`src/rtl/acpu_pkg.sv`:
```
`timescale 1ns / 1ps
// ----------------------------------------------------------------------------
// acpu_pkg: shared types and codes for the accumulator machine execute core
// Opcodes, status codes, field types and default sizes.
// ----------------------------------------------------------------------------
package acpu_pkg;

	// Default sizes
	localparam int MEM_DEPTH_DEF = 256;
	localparam int ACC_WIDTH_DEF = 32;

	// Fixed field widths
	localparam int OP_W   = 8;
	localparam int ARG_W  = 8;
	localparam int PC_W   = 8;
	localparam int BYTE_W = 8;
	localparam int ACCO_W = 32;

	typedef logic [OP_W-1:0]   opcode_t;
	typedef logic [ARG_W-1:0]  operand_t;
	typedef logic [PC_W-1:0]   pc_t;
	typedef logic [BYTE_W-1:0] byte_t;
	typedef logic [1:0]        status_t;

	// Opcodes
	localparam opcode_t OP_LDM  = 8'd0;
	localparam opcode_t OP_LDI  = 8'd1;
	localparam opcode_t OP_ST   = 8'd2;
	localparam opcode_t OP_ADD  = 8'd3;
	localparam opcode_t OP_SUB  = 8'd4;
	localparam opcode_t OP_MUL  = 8'd5;
	localparam opcode_t OP_DIV  = 8'd6;
	localparam opcode_t OP_INC  = 8'd7;
	localparam opcode_t OP_DEC  = 8'd8;
	localparam opcode_t OP_AND  = 8'd9;
	localparam opcode_t OP_OR   = 8'd10;
	localparam opcode_t OP_NOT  = 8'd11;
	localparam opcode_t OP_JMP  = 8'd12;
	localparam opcode_t OP_JZ   = 8'd13;
	localparam opcode_t OP_JNZ  = 8'd14;
	localparam opcode_t OP_JGT  = 8'd15;
	localparam opcode_t OP_JLT  = 8'd16;
	localparam opcode_t OP_JGE  = 8'd17;
	localparam opcode_t OP_JLE  = 8'd18;
	localparam opcode_t OP_HALT = 8'd19;

	// Result status
	localparam status_t ST_OK      = 2'd0;
	localparam status_t ST_HALTED  = 2'd1;
	localparam status_t ST_DIVZERO = 2'd2;
	localparam status_t ST_ILLEGAL = 2'd3;

endpackage

```
`src/rtl/acpu_if.sv`:
```
`timescale 1ns / 1ps
// ----------------------------------------------------------------------------
// acpu_if: item channels of the execute core
// Instruction channel (opcode, operand) and result channel (pc, acc, status).
// ----------------------------------------------------------------------------
interface acpu_in_if import acpu_pkg::*; ();
	logic     valid;
	logic     ready;
	opcode_t  opcode;
	operand_t operand;

	modport source(output valid, output opcode, output operand, input ready);
	modport sink(input valid, input opcode, input operand, output ready);
endinterface

interface acpu_out_if import acpu_pkg::*; ();
	logic               valid;
	logic               ready;
	pc_t                next_pc;
	logic signed [31:0] acc_value;
	status_t            status;

	modport source(output valid, output next_pc, output acc_value, output status,
		input ready);
	modport sink(input valid, input next_pc, input acc_value, input status,
		output ready);
endinterface

```
`src/rtl/acpu_dmem.sv`:
```
`timescale 1ns / 1ps
// ----------------------------------------------------------------------------
// acpu_dmem: byte-wide data memory
// One write and one registered read per cycle. Per-entry valid bits make
// every entry read as zero after reset until it is first written.
// ----------------------------------------------------------------------------
module acpu_dmem import acpu_pkg::*; #(
	parameter int MEM_DEPTH = MEM_DEPTH_DEF,
	parameter int AW        = $clog2(MEM_DEPTH)
) (
	input  logic          clk,
	input  logic          arst_n,
	input  logic          rd_en,
	input  logic [AW-1:0] rd_addr,
	input  logic          wr_en,
	input  logic [AW-1:0] wr_addr,
	input  byte_t         wr_data,
	output byte_t         rd_data
);

	byte_t                mem [MEM_DEPTH];
	logic [MEM_DEPTH-1:0] vld_q;
	byte_t                rd_data_q;
	logic                 rd_vld_q;

	// Storage array and read register
	always_ff @(posedge clk) begin
		if (wr_en) begin
			mem[wr_addr] <= wr_data;
		end
		if (rd_en) begin
			rd_data_q <= mem[rd_addr];
		end
	end

	// Written-once marks, cleared by reset
	always_ff @(posedge clk or negedge arst_n) begin
		if (!arst_n) begin
			vld_q    <= '0;
			rd_vld_q <= 1'b0;
		end else begin
			if (wr_en) begin
				vld_q[wr_addr] <= 1'b1;
			end
			if (rd_en) begin
				rd_vld_q <= vld_q[rd_addr];
			end
		end
	end

	assign rd_data = rd_vld_q ? rd_data_q : '0;

endmodule

```
`src/rtl/acpu_div.sv`:
```
`timescale 1ns / 1ps
// ----------------------------------------------------------------------------
// acpu_div: iterative signed-by-unsigned divider
// Signed ACC_WIDTH-bit dividend over a nonzero unsigned byte, truncating
// toward zero. Restoring division, one quotient bit per cycle.
// ----------------------------------------------------------------------------
module acpu_div import acpu_pkg::*; #(
	parameter int ACC_WIDTH = ACC_WIDTH_DEF
) (
	input  logic                 clk,
	input  logic                 arst_n,
	input  logic                 start,
	input  logic [ACC_WIDTH-1:0] dividend,
	input  byte_t                divisor,
	output logic                 done,
	output logic [ACC_WIDTH-1:0] quotient
);

	localparam int CW = $clog2(ACC_WIDTH);

	logic                 busy_q;
	logic                 done_q;
	logic [CW-1:0]        cnt_q;
	logic                 neg_q;
	byte_t                dvs_q;
	byte_t                rem_q;
	logic [ACC_WIDTH-1:0] quo_q;

	logic [BYTE_W:0]      shifted;
	logic                 fits;
	byte_t                rem_nx;

	// One restoring step: shift in the next dividend bit, subtract if it fits
	always_comb begin
		shifted = {rem_q, quo_q[ACC_WIDTH-1]};
		fits    = shifted >= {1'b0, dvs_q};
		rem_nx  = fits ? BYTE_W'(shifted - {1'b0, dvs_q}) : shifted[BYTE_W-1:0];
	end

	// Sequencing
	always_ff @(posedge clk or negedge arst_n) begin
		if (!arst_n) begin
			busy_q <= 1'b0;
			done_q <= 1'b0;
			cnt_q  <= '0;
		end else if (start) begin
			busy_q <= 1'b1;
			done_q <= 1'b0;
			cnt_q  <= CW'(ACC_WIDTH - 1);
		end else if (busy_q) begin
			if (cnt_q == '0) begin
				busy_q <= 1'b0;
				done_q <= 1'b1;
			end else begin
				cnt_q <= cnt_q - 1'b1;
			end
		end
	end

	// Datapath: quotient bits shift in as dividend bits shift out
	always_ff @(posedge clk) begin
		if (start) begin
			neg_q <= dividend[ACC_WIDTH-1];
			dvs_q <= divisor;
			rem_q <= '0;
			quo_q <= dividend[ACC_WIDTH-1] ? (~dividend + 1'b1) : dividend;
		end else if (busy_q) begin
			rem_q <= rem_nx;
			quo_q <= {quo_q[ACC_WIDTH-2:0], fits};
		end
	end

	assign done     = done_q;
	assign quotient = neg_q ? (~quo_q + 1'b1) : quo_q;

endmodule

```
`src/rtl/accumulator_cpu_execute_core.sv`:
```
`timescale 1ns / 1ps
// ----------------------------------------------------------------------------
// accumulator_cpu_execute_core: accumulator machine instruction execute
// Executes one (opcode, operand) item per instruction against the
// accumulator, pc and data memory, returning next pc, accumulator, status.
//
//   channel  direction  handshake      payload
//   inst     in         valid / ready  opcode[7:0], operand[7:0]
//   result   out        valid / ready  next_pc[7:0], acc_value[31:0], status[1:0]
//
// An item is taken only in the idle state, where the data memory read starts;
// the execute step then executes it and holds until the result slot is free
// for write-back. A divide by a nonzero byte waits in the divide state for the
// bit-serial divider. After reset the control and architectural registers take
// their reset values at once; memory entries read as zero until written.
// ----------------------------------------------------------------------------
module accumulator_cpu_execute_core import acpu_pkg::*; #(
	parameter int MEM_DEPTH = MEM_DEPTH_DEF,
	parameter int ACC_WIDTH = ACC_WIDTH_DEF
) (
	input  logic       clk,
	input  logic       arst_n,
	acpu_in_if.sink    inst,
	acpu_out_if.source result
);

	localparam int AW = $clog2(MEM_DEPTH);

	localparam logic [1:0] S_IDLE = 2'd0;
	localparam logic [1:0] S_EXEC = 2'd1;
	localparam logic [1:0] S_DIV  = 2'd2;

	// Low 32 bits of an accumulator value, zero-extended when narrower
	function automatic logic [ACCO_W-1:0] acc_lo(input logic [ACC_WIDTH-1:0] v);
		logic [63:0] w;
		w = 64'(v);
		return w[ACCO_W-1:0];
	endfunction

	logic [1:0]           state_q;
	logic [ACC_WIDTH-1:0] acc_q;
	pc_t                  pc_q;
	logic                 halt_q;
	opcode_t              op_s1;
	operand_t             arg_s1;

	logic                 out_valid_q;
	pc_t                  out_pc_q;
	logic [ACCO_W-1:0]    out_acc_q;
	status_t              out_status_q;

	logic [AW-1:0]        addr_map [256];
	byte_t                m_byte;
	logic                 accept;
	logic                 out_free;

	logic [ACC_WIDTH-1:0] m_ext;
	logic [ACC_WIDTH+7:0] mul_full;
	logic [ACC_WIDTH-1:0] acc_nx;
	pc_t                  npc;
	status_t              status_nx;
	logic                 take;
	logic                 halt_set;
	logic                 div_go;
	logic                 st_we;
	logic                 is_zero;
	logic                 is_neg;
	logic                 commit;
	logic                 div_fin;
	logic                 div_done;
	logic [ACC_WIDTH-1:0] div_quo;

	// Operand to memory address, modulo the memory depth
	for (genvar gi = 0; gi < 256; gi++) begin : g_amap
		localparam int AM = gi % MEM_DEPTH;
		assign addr_map[gi] = AW'(AM);
	end

	assign accept   = inst.valid && inst.ready;
	assign out_free = !out_valid_q || result.ready;

	acpu_dmem #(
		.MEM_DEPTH(MEM_DEPTH),
		.AW       (AW)
	) u_dmem (
		.clk    (clk),
		.arst_n (arst_n),
		.rd_en  (accept),
		.rd_addr(addr_map[inst.operand]),
		.wr_en  (st_we && commit),
		.wr_addr(addr_map[arg_s1]),
		.wr_data(acc_q[BYTE_W-1:0]),
		.rd_data(m_byte)
	);

	acpu_div #(
		.ACC_WIDTH(ACC_WIDTH)
	) u_div (
		.clk     (clk),
		.arst_n  (arst_n),
		.start   (state_q == S_EXEC && div_go),
		.dividend(acc_q),
		.divisor (m_byte),
		.done    (div_done),
		.quotient(div_quo)
	);

	// Execute: decode the held instruction against acc and the memory byte
	assign m_ext    = ACC_WIDTH'(m_byte);
	assign mul_full = (ACC_WIDTH+8)'(acc_q) * (ACC_WIDTH+8)'(m_byte);
	assign is_zero  = (acc_q == '0);
	assign is_neg   = acc_q[ACC_WIDTH-1];

	always_comb begin
		acc_nx    = acc_q;
		npc       = pc_q + 1'b1;
		status_nx = ST_OK;
		take      = 1'b0;
		halt_set  = 1'b0;
		div_go    = 1'b0;
		st_we     = 1'b0;
		if (halt_q) begin
			npc       = pc_q;
			status_nx = ST_HALTED;
		end else begin
			case (op_s1)
				OP_LDM: acc_nx = m_ext;
				OP_LDI: acc_nx = ACC_WIDTH'(arg_s1);
				OP_ST:  st_we  = 1'b1;
				OP_ADD: acc_nx = acc_q + m_ext;
				OP_SUB: acc_nx = acc_q - m_ext;
				OP_MUL: acc_nx = mul_full[ACC_WIDTH-1:0];
				OP_DIV: begin
					if (m_byte == '0) begin
						status_nx = ST_DIVZERO;
					end else begin
						div_go = 1'b1;
					end
				end
				OP_INC: acc_nx = acc_q + 1'b1;
				OP_DEC: acc_nx = acc_q - 1'b1;
				OP_AND: acc_nx = acc_q & m_ext;
				OP_OR:  acc_nx = acc_q | m_ext;
				OP_NOT: acc_nx = ~acc_q;
				OP_JMP: take   = 1'b1;
				OP_JZ:  take   = is_zero;
				OP_JNZ: take   = !is_zero;
				OP_JGT: take   = !is_neg && !is_zero;
				OP_JLT: take   = is_neg;
				OP_JGE: take   = !is_neg;
				OP_JLE: take   = is_neg || is_zero;
				OP_HALT: begin
					halt_set  = 1'b1;
					npc       = pc_q;
					status_nx = ST_HALTED;
				end
				default: begin
					halt_set  = 1'b1;
					npc       = pc_q;
					status_nx = ST_ILLEGAL;
				end
			endcase
			if (take) begin
				npc = arg_s1;
			end
		end
	end

	// Write-back from the execute step, once the result slot is free
	assign commit  = (state_q == S_EXEC) && !div_go && out_free;
	// Write-back of a finished divide, once the result slot is free
	assign div_fin = (state_q == S_DIV) && div_done && out_free;

	// Control: sequencer, architectural registers, result slot
	always_ff @(posedge clk or negedge arst_n) begin
		if (!arst_n) begin
			state_q     <= S_IDLE;
			acc_q       <= ACC_WIDTH'(1);
			pc_q        <= '0;
			halt_q      <= 1'b0;
			out_valid_q <= 1'b0;
		end else begin
			// result slot: a new item wins over the drain of the old one
			if (commit || div_fin) begin
				out_valid_q <= 1'b1;
			end else if (result.ready) begin
				out_valid_q <= 1'b0;
			end
			case (state_q)
				S_IDLE: begin
					if (accept) begin
						state_q <= S_EXEC;
					end
				end
				S_EXEC: begin
					if (div_go) begin
						state_q <= S_DIV;
					end else if (out_free) begin
						acc_q   <= acc_nx;
						pc_q    <= npc;
						halt_q  <= halt_q || halt_set;
						state_q <= S_IDLE;
					end
				end
				S_DIV: begin
					if (div_fin) begin
						acc_q   <= div_quo;
						pc_q    <= pc_q + 1'b1;
						state_q <= S_IDLE;
					end
				end
				default: state_q <= S_IDLE;
			endcase
		end
	end

	// Instruction capture and result payload
	always_ff @(posedge clk) begin
		if (accept) begin
			op_s1  <= inst.opcode;
			arg_s1 <= inst.operand;
		end
		if (commit) begin
			out_pc_q     <= npc;
			out_acc_q    <= acc_lo(acc_nx);
			out_status_q <= status_nx;
		end else if (div_fin) begin
			out_pc_q     <= pc_q + 1'b1;
			out_acc_q    <= acc_lo(div_quo);
			out_status_q <= ST_OK;
		end
	end

	assign inst.ready       = (state_q == S_IDLE);
	assign result.valid     = out_valid_q;
	assign result.next_pc   = out_pc_q;
	assign result.acc_value = out_acc_q;
	assign result.status    = out_status_q;

endmodule

```
`src/flat_wrapper.sv`:
```
// flat-port wrapper written by rule: the top's interface ports become plain ports
module accumulator_cpu_execute_core_flat import acpu_pkg::*;
#(
	parameter int MEM_DEPTH = MEM_DEPTH_DEF,
	parameter int ACC_WIDTH = ACC_WIDTH_DEF
)
  (clk, arst_n, inst_valid, inst_opcode, inst_operand, inst_ready, result_valid, result_next_pc, result_acc_value, result_status, result_ready);
  acpu_in_if inst_i ();
  acpu_out_if result_i ();
  input  logic clk;
  input  logic arst_n;
  input wire logic [$bits(inst_i.valid)-1:0] inst_valid;
  input wire logic [$bits(inst_i.opcode)-1:0] inst_opcode;
  input wire logic [$bits(inst_i.operand)-1:0] inst_operand;
  output wire logic [$bits(inst_i.ready)-1:0] inst_ready;
  output wire logic [$bits(result_i.valid)-1:0] result_valid;
  output wire logic [$bits(result_i.next_pc)-1:0] result_next_pc;
  output wire logic [$bits(result_i.acc_value)-1:0] result_acc_value;
  output wire logic [$bits(result_i.status)-1:0] result_status;
  input wire logic [$bits(result_i.ready)-1:0] result_ready;
  assign inst_i.valid = inst_valid;
  assign inst_i.opcode = inst_opcode;
  assign inst_i.operand = inst_operand;
  assign inst_ready = inst_i.ready;
  assign result_valid = result_i.valid;
  assign result_next_pc = result_i.next_pc;
  assign result_acc_value = result_i.acc_value;
  assign result_status = result_i.status;
  assign result_i.ready = result_ready;
  accumulator_cpu_execute_core #(.MEM_DEPTH(MEM_DEPTH), .ACC_WIDTH(ACC_WIDTH)) u_core (.clk(clk), .arst_n(arst_n), .inst(inst_i), .result(result_i));
endmodule
```
`config.mk`:
```
export PLATFORM = sky130hd
export DESIGN_NAME = accumulator_cpu_execute_core_flat
export DESIGN_NICKNAME = d
export VERILOG_FILES = /design/src/rtl/acpu_pkg.sv /design/src/rtl/acpu_if.sv /design/src/rtl/acpu_dmem.sv /design/src/rtl/acpu_div.sv /design/src/rtl/accumulator_cpu_execute_core.sv /design/src/flat_wrapper.sv
export SDC_FILE = /design/constraint.sdc
export NUM_CORES = 2
export LEC_CHECK = 0
export ABC_AREA = 1
export BUFFER_PORTS_ARGS = -buffer_cell sky130_fd_sc_hd__buf_4
export CAP_MARGIN = 20
export CORE_MARGIN = 2
export CORE_UTILIZATION = 45
export CTS_BUF_LIST = sky130_fd_sc_hd__clkbuf_4
export DETAILED_ROUTE_END_ITERATION = 8
export GPL_TIMING_DRIVEN = 1
export PLACE_DENSITY_LB_ADDON = 0.3
export SLEW_MARGIN = 20
export SYNTH_ARGS = -nofsm -noshare
export SYNTH_HDL_FRONTEND = slang
export SYNTH_SLANG_ARGS = --single-unit
```
`constraint.sdc`:
```
create_clock -name clk -period 21.8 [get_ports clk]
set_input_delay 2.18 -clock clk [delete_from_list [all_inputs] [get_ports clk]]
set_output_delay 2.18 -clock clk [all_outputs]
set_load 0.02 [all_outputs]
```
==> impl_metrics.csv <==
group,metric,value,unit
clock_tree,cts_max_path_buffers,4,
job,drv_cap,0,
worst_setup_path,path_common_cell,"nand3_1",
grt,grt-ovfl-total,0,
placement,dp.final_hpwl,200000,µm
clock_tree,clock-sinks,2471,
synthesis,synth-edff-count,2155,
clock_tree,root_buffer,"clkbuf_4",
clock_tree,cts_resized,0,
synthesis,yosys_warnings,0,
cells_and_area,final_nets,10848,
placement,globalplace.congestion,0.951,
clock_tree,path_clk_slew,0.06,ns
timing,fin_setup_tns,0,ns
cells_and_area,final_cell_mix,"edfxtp_1 (2155), nor2_1 (1828), nand2_1 (1372), o21ai_0 (1339), clkbuf_4 (935)",
worst_setup_path,crit_path_max_fanout,18,
grt,grt_pass1_vias,82337,
worst_setup_path,cp_top_family,"adder cells",
worst_setup_path,r2r_slack,15.10,ns
grt,track_usage,26.4,%
floorplan,io_pins,64,
worst_setup_path,arrival,7.71,ns
worst_setup_path,path_buf_inv,5,
floorplan,rows,183,
floorplan,die_height,504,µm
placement,place_area,116000,µm²
timing,slew_headroom,20.2,%
synthesis,ys_types,52,
route,wl_per_cell,24.1,µm
synthesis,synth_top_flop_cell,"edfxtp_1",
power_and_ir_drop,peakVddDrop,0.0000451,V
grt,antenna_found_initial,14,
timing,fin_crit_sh,30.7,%
min_path,hold_class,"register to register",
cells_and_area,fin_area,124000,µm²
timing,fmax,149,MHz
synthesis,ys_seq_area_share,64.5,%
route,num_vias,84743,
cells_and_area,seq_area,72600,µm²
timing,hold_viol,0,
clock_tree,cts_made_buffers,639,
grt,grt_max_degree,207,
cells_and_area,multi_input_comb_area,35700,µm²
worst_setup_path,crit_slowest_cell,"edfxtp_1",
cells_and_area,fin_cells,14367,
power_and_ir_drop,power.density,77.9,nW/µm²
route,vias_per_cell,5.90,
route,drc,0,
floorplan,dieArea,254000,µm²
timing,fin_skew,0.131,ns
placement,dpl.cell_count,13272,
worst_setup_path,crit_path_start_kind,"register",
floorplan,die_w,504,µm
route,drt_first_pass_iters,9,
floorplan,initial_utilization,45.3,%
worst_setup_path,cpPeakStageDelay,0.62,ns
timing,tightest_slew,1.19,ns
synthesis,synth_area,113000,µm²
synthesis,synth_area_per_cell,10.8,µm²
timing,drv_slew,0,
power_and_ir_drop,p_leak,46.5,nW
worst_setup_path,crit_type,"register to register",
clock_tree,h-tree-depth,6,
clock_tree,postCtsSetupBuffers,0,
worst_setup_path,cp.required,22.81,ns
route,drtIter0Drc,10540,
floorplan,core_area,249000,µm²
worst_setup_path,cp_cell_sequence,"nand2_1 -> buf_4 -> inv_1 -> nand2_1 -> fa_1 -> fa_1 -> inv_1 -> fa_1 -> inv_1 -> fa_1 -> inv_1 -> ha_1 -> nand2_1 -> nor2_1 -> nand2_1 -> nand3_1 -> nand3_1 -> nand3_1 -> nand2_1 -> nand3_1 -> nand3_1 -> nand3_1 -> o21ai_0",
placement,numPortBuffers,63,
worst_setup_path,cp-end-kind,"register",
cells_and_area,fin_util,49.7,%
cells_and_area,final_common_cell,"edfxtp_1",
cells_and_area,drive_gt1_share,11.6,%
synthesis,syn_inst,10458,
route,drtAntennaViolNets,0,
timing,whs,0.458,ns
grt,grt_pass1_wl,515000,µm
timing,finalSetupViolations,0,
timing,layout_min_cycle_time,6.70,ns
outcome,status,"completed",
route,routed_wl,346000,µm
clock_tree,ctsHoldBuffers,0,
cells_and_area,syn2layout_area_growth,9.79,%
timing,grt_setup_unrepaired,"no",
synthesis,synthArstFlopShare,12.5,%
clock_tree,clkLatencyLatePin,1.37,ns
cells_and_area,n_fill_cell,22446,
synthesis,syn_nets,10722,
clock_tree,cts_tree,"built",
synthesis,ys_seq_elements,2471,
-- worst paths after layout --
path                                            start                          end  cells past startpoint
setup / recovery           u_core.u_dmem.rd_data_q[2]  u_core.result.acc_value[27]                     23
hold / removal                u_core.u_dmem.vld_q[12]      u_core.u_dmem.vld_q[12]                      2
setup reg to reg           u_core.u_dmem.rd_data_q[2]  u_core.result.acc_value[27]                     23
hold reg to reg               u_core.u_dmem.vld_q[12]      u_core.u_dmem.vld_q[12]                      2
max in group asynchronous                      arst_n     u_core.u_dmem.vld_q[126]                      3
min in group asynchronous                      arst_n             u_core.acc_q[22]                      1
-- registers in the layout, indices dropped and copies added (netlist names), 2 cells and up --
name and count:
u_core.result.next_pc 8, u_core.u_div.rem_q 8, u_core.u_dmem.mem 2048, u_core.u_div.dvs_q 8
u_core.u_dmem.vld_q 256, u_core.result.acc_value 32, u_core.u_div.cnt_q 5, u_core.u_div.quo_q 32
u_core.state_q 2, u_core.op_s1 8, u_core.acc_q 32, u_core.u_dmem.rd_data_q 8
u_core.result.status 2, u_core.pc_q 8, u_core.arg_s1 8
-- worst min-delay path: stages, from the launching register on --
cell and delay, ns:
dfrtp_1 0.32, inv_1 0.04, o21ai_0 0.06
-- cell type report --
cell class	count	share of cell area, %
flip-flops and latches	2471	58.7
multi-input cells	6844	28.8
clock buffers	935	5.68
well taps	3330	3.37
inverters	451	1.39
repair buffers	177	1.21
clock inverters	149	0.744
diodes	10	0.0202
-- power breakdown --
part | switching (mW) | total (mW) | internal, mW
combinational | 0.389 | 0.518 | 0.129
sequential | 0.0122 | 5.14 | 5.13
clock | 1.89 | 3.97 | 2.08
-- cells by family (layout without fill, tap and decap cells) --
group	Yosys count	after routing	share of synthesized area (%)
flip-flops	2471	2471	64.5
other	0	10	0
adder cells (fa/ha/maj)	244	244	3.76
XOR/XNOR	68	68	0.529
buffers and inverters	1143	1712	3.98
AO/OA/AOI/OAI	2366	2366	11.9
AND/OR/NAND/NOR	4166	4166	15.3
-- per-stage QoR --
step	setup WS (ns)	total power [mW]
3_5_place_dp	14.10	5.74
5_1_grt	14.89	9.97
6_report	15.10	9.63
2_1_floorplan	13.34	5.56
3_3_place_gp	14.17	5.74
4_1_cts	15.26	9.68
-- synthesized netlist by cell type (2+ instances only) --
master,count,area (µm²)
nor2_4,2,22.5
fa_1,158,3160
dfrtp_1,307,7680
nand4_1,53,332
nand3b_1,15,113
nor3_1,32,160
o22ai_1,582,3640
inv_1,419,1570
nand2_4,2,22.5
o21bai_1,232,1740
buf_6,8,90.1
nand4_2,4,50.1
o21bai_2,31,349
buf_1,80,300
o21a_1,4,30.0
buf_2,72,360
ha_1,86,1080
buf_4,7,52.6
o21ai_1,11,55.1
nor3_2,6,60.1
nand4_4,10,213
clkbuf_1,524,1970
nor2_2,3,18.8
a21o_1,2,15.0
a31oi_1,14,87.6
o2111ai_1,3,26.3
edfxtp_1,2155,64700
o211ai_1,15,113
or2_2,9,56.3
nand3_1,784,3920
nand2_1,1389,5210
dfxtp_1,8,160
a21oi_1,125,626
o21ai_0,1339,6700
clkinv_1,21,78.8
xnor2_1,11,96.3
and2_1,10,62.6
a21boi_1,2,15.0
a211oi_1,2,15.0
a21boi_0,3,22.5
xor2_1,57,499
nor2_1,1829,6870
nor4_1,11,68.8
nand2_2,4,25.0
inv_2,10,37.5
-- per-layer routing --
metal / global-route usage (%) / share of wire (%)
met5: 0 / 0.0038
met4: 9.40 / 3.4
met3: 5.18 / 10
met2: 41.3 / 46
met1: 36.7 / 41
(Power assumes the default switching activity.)
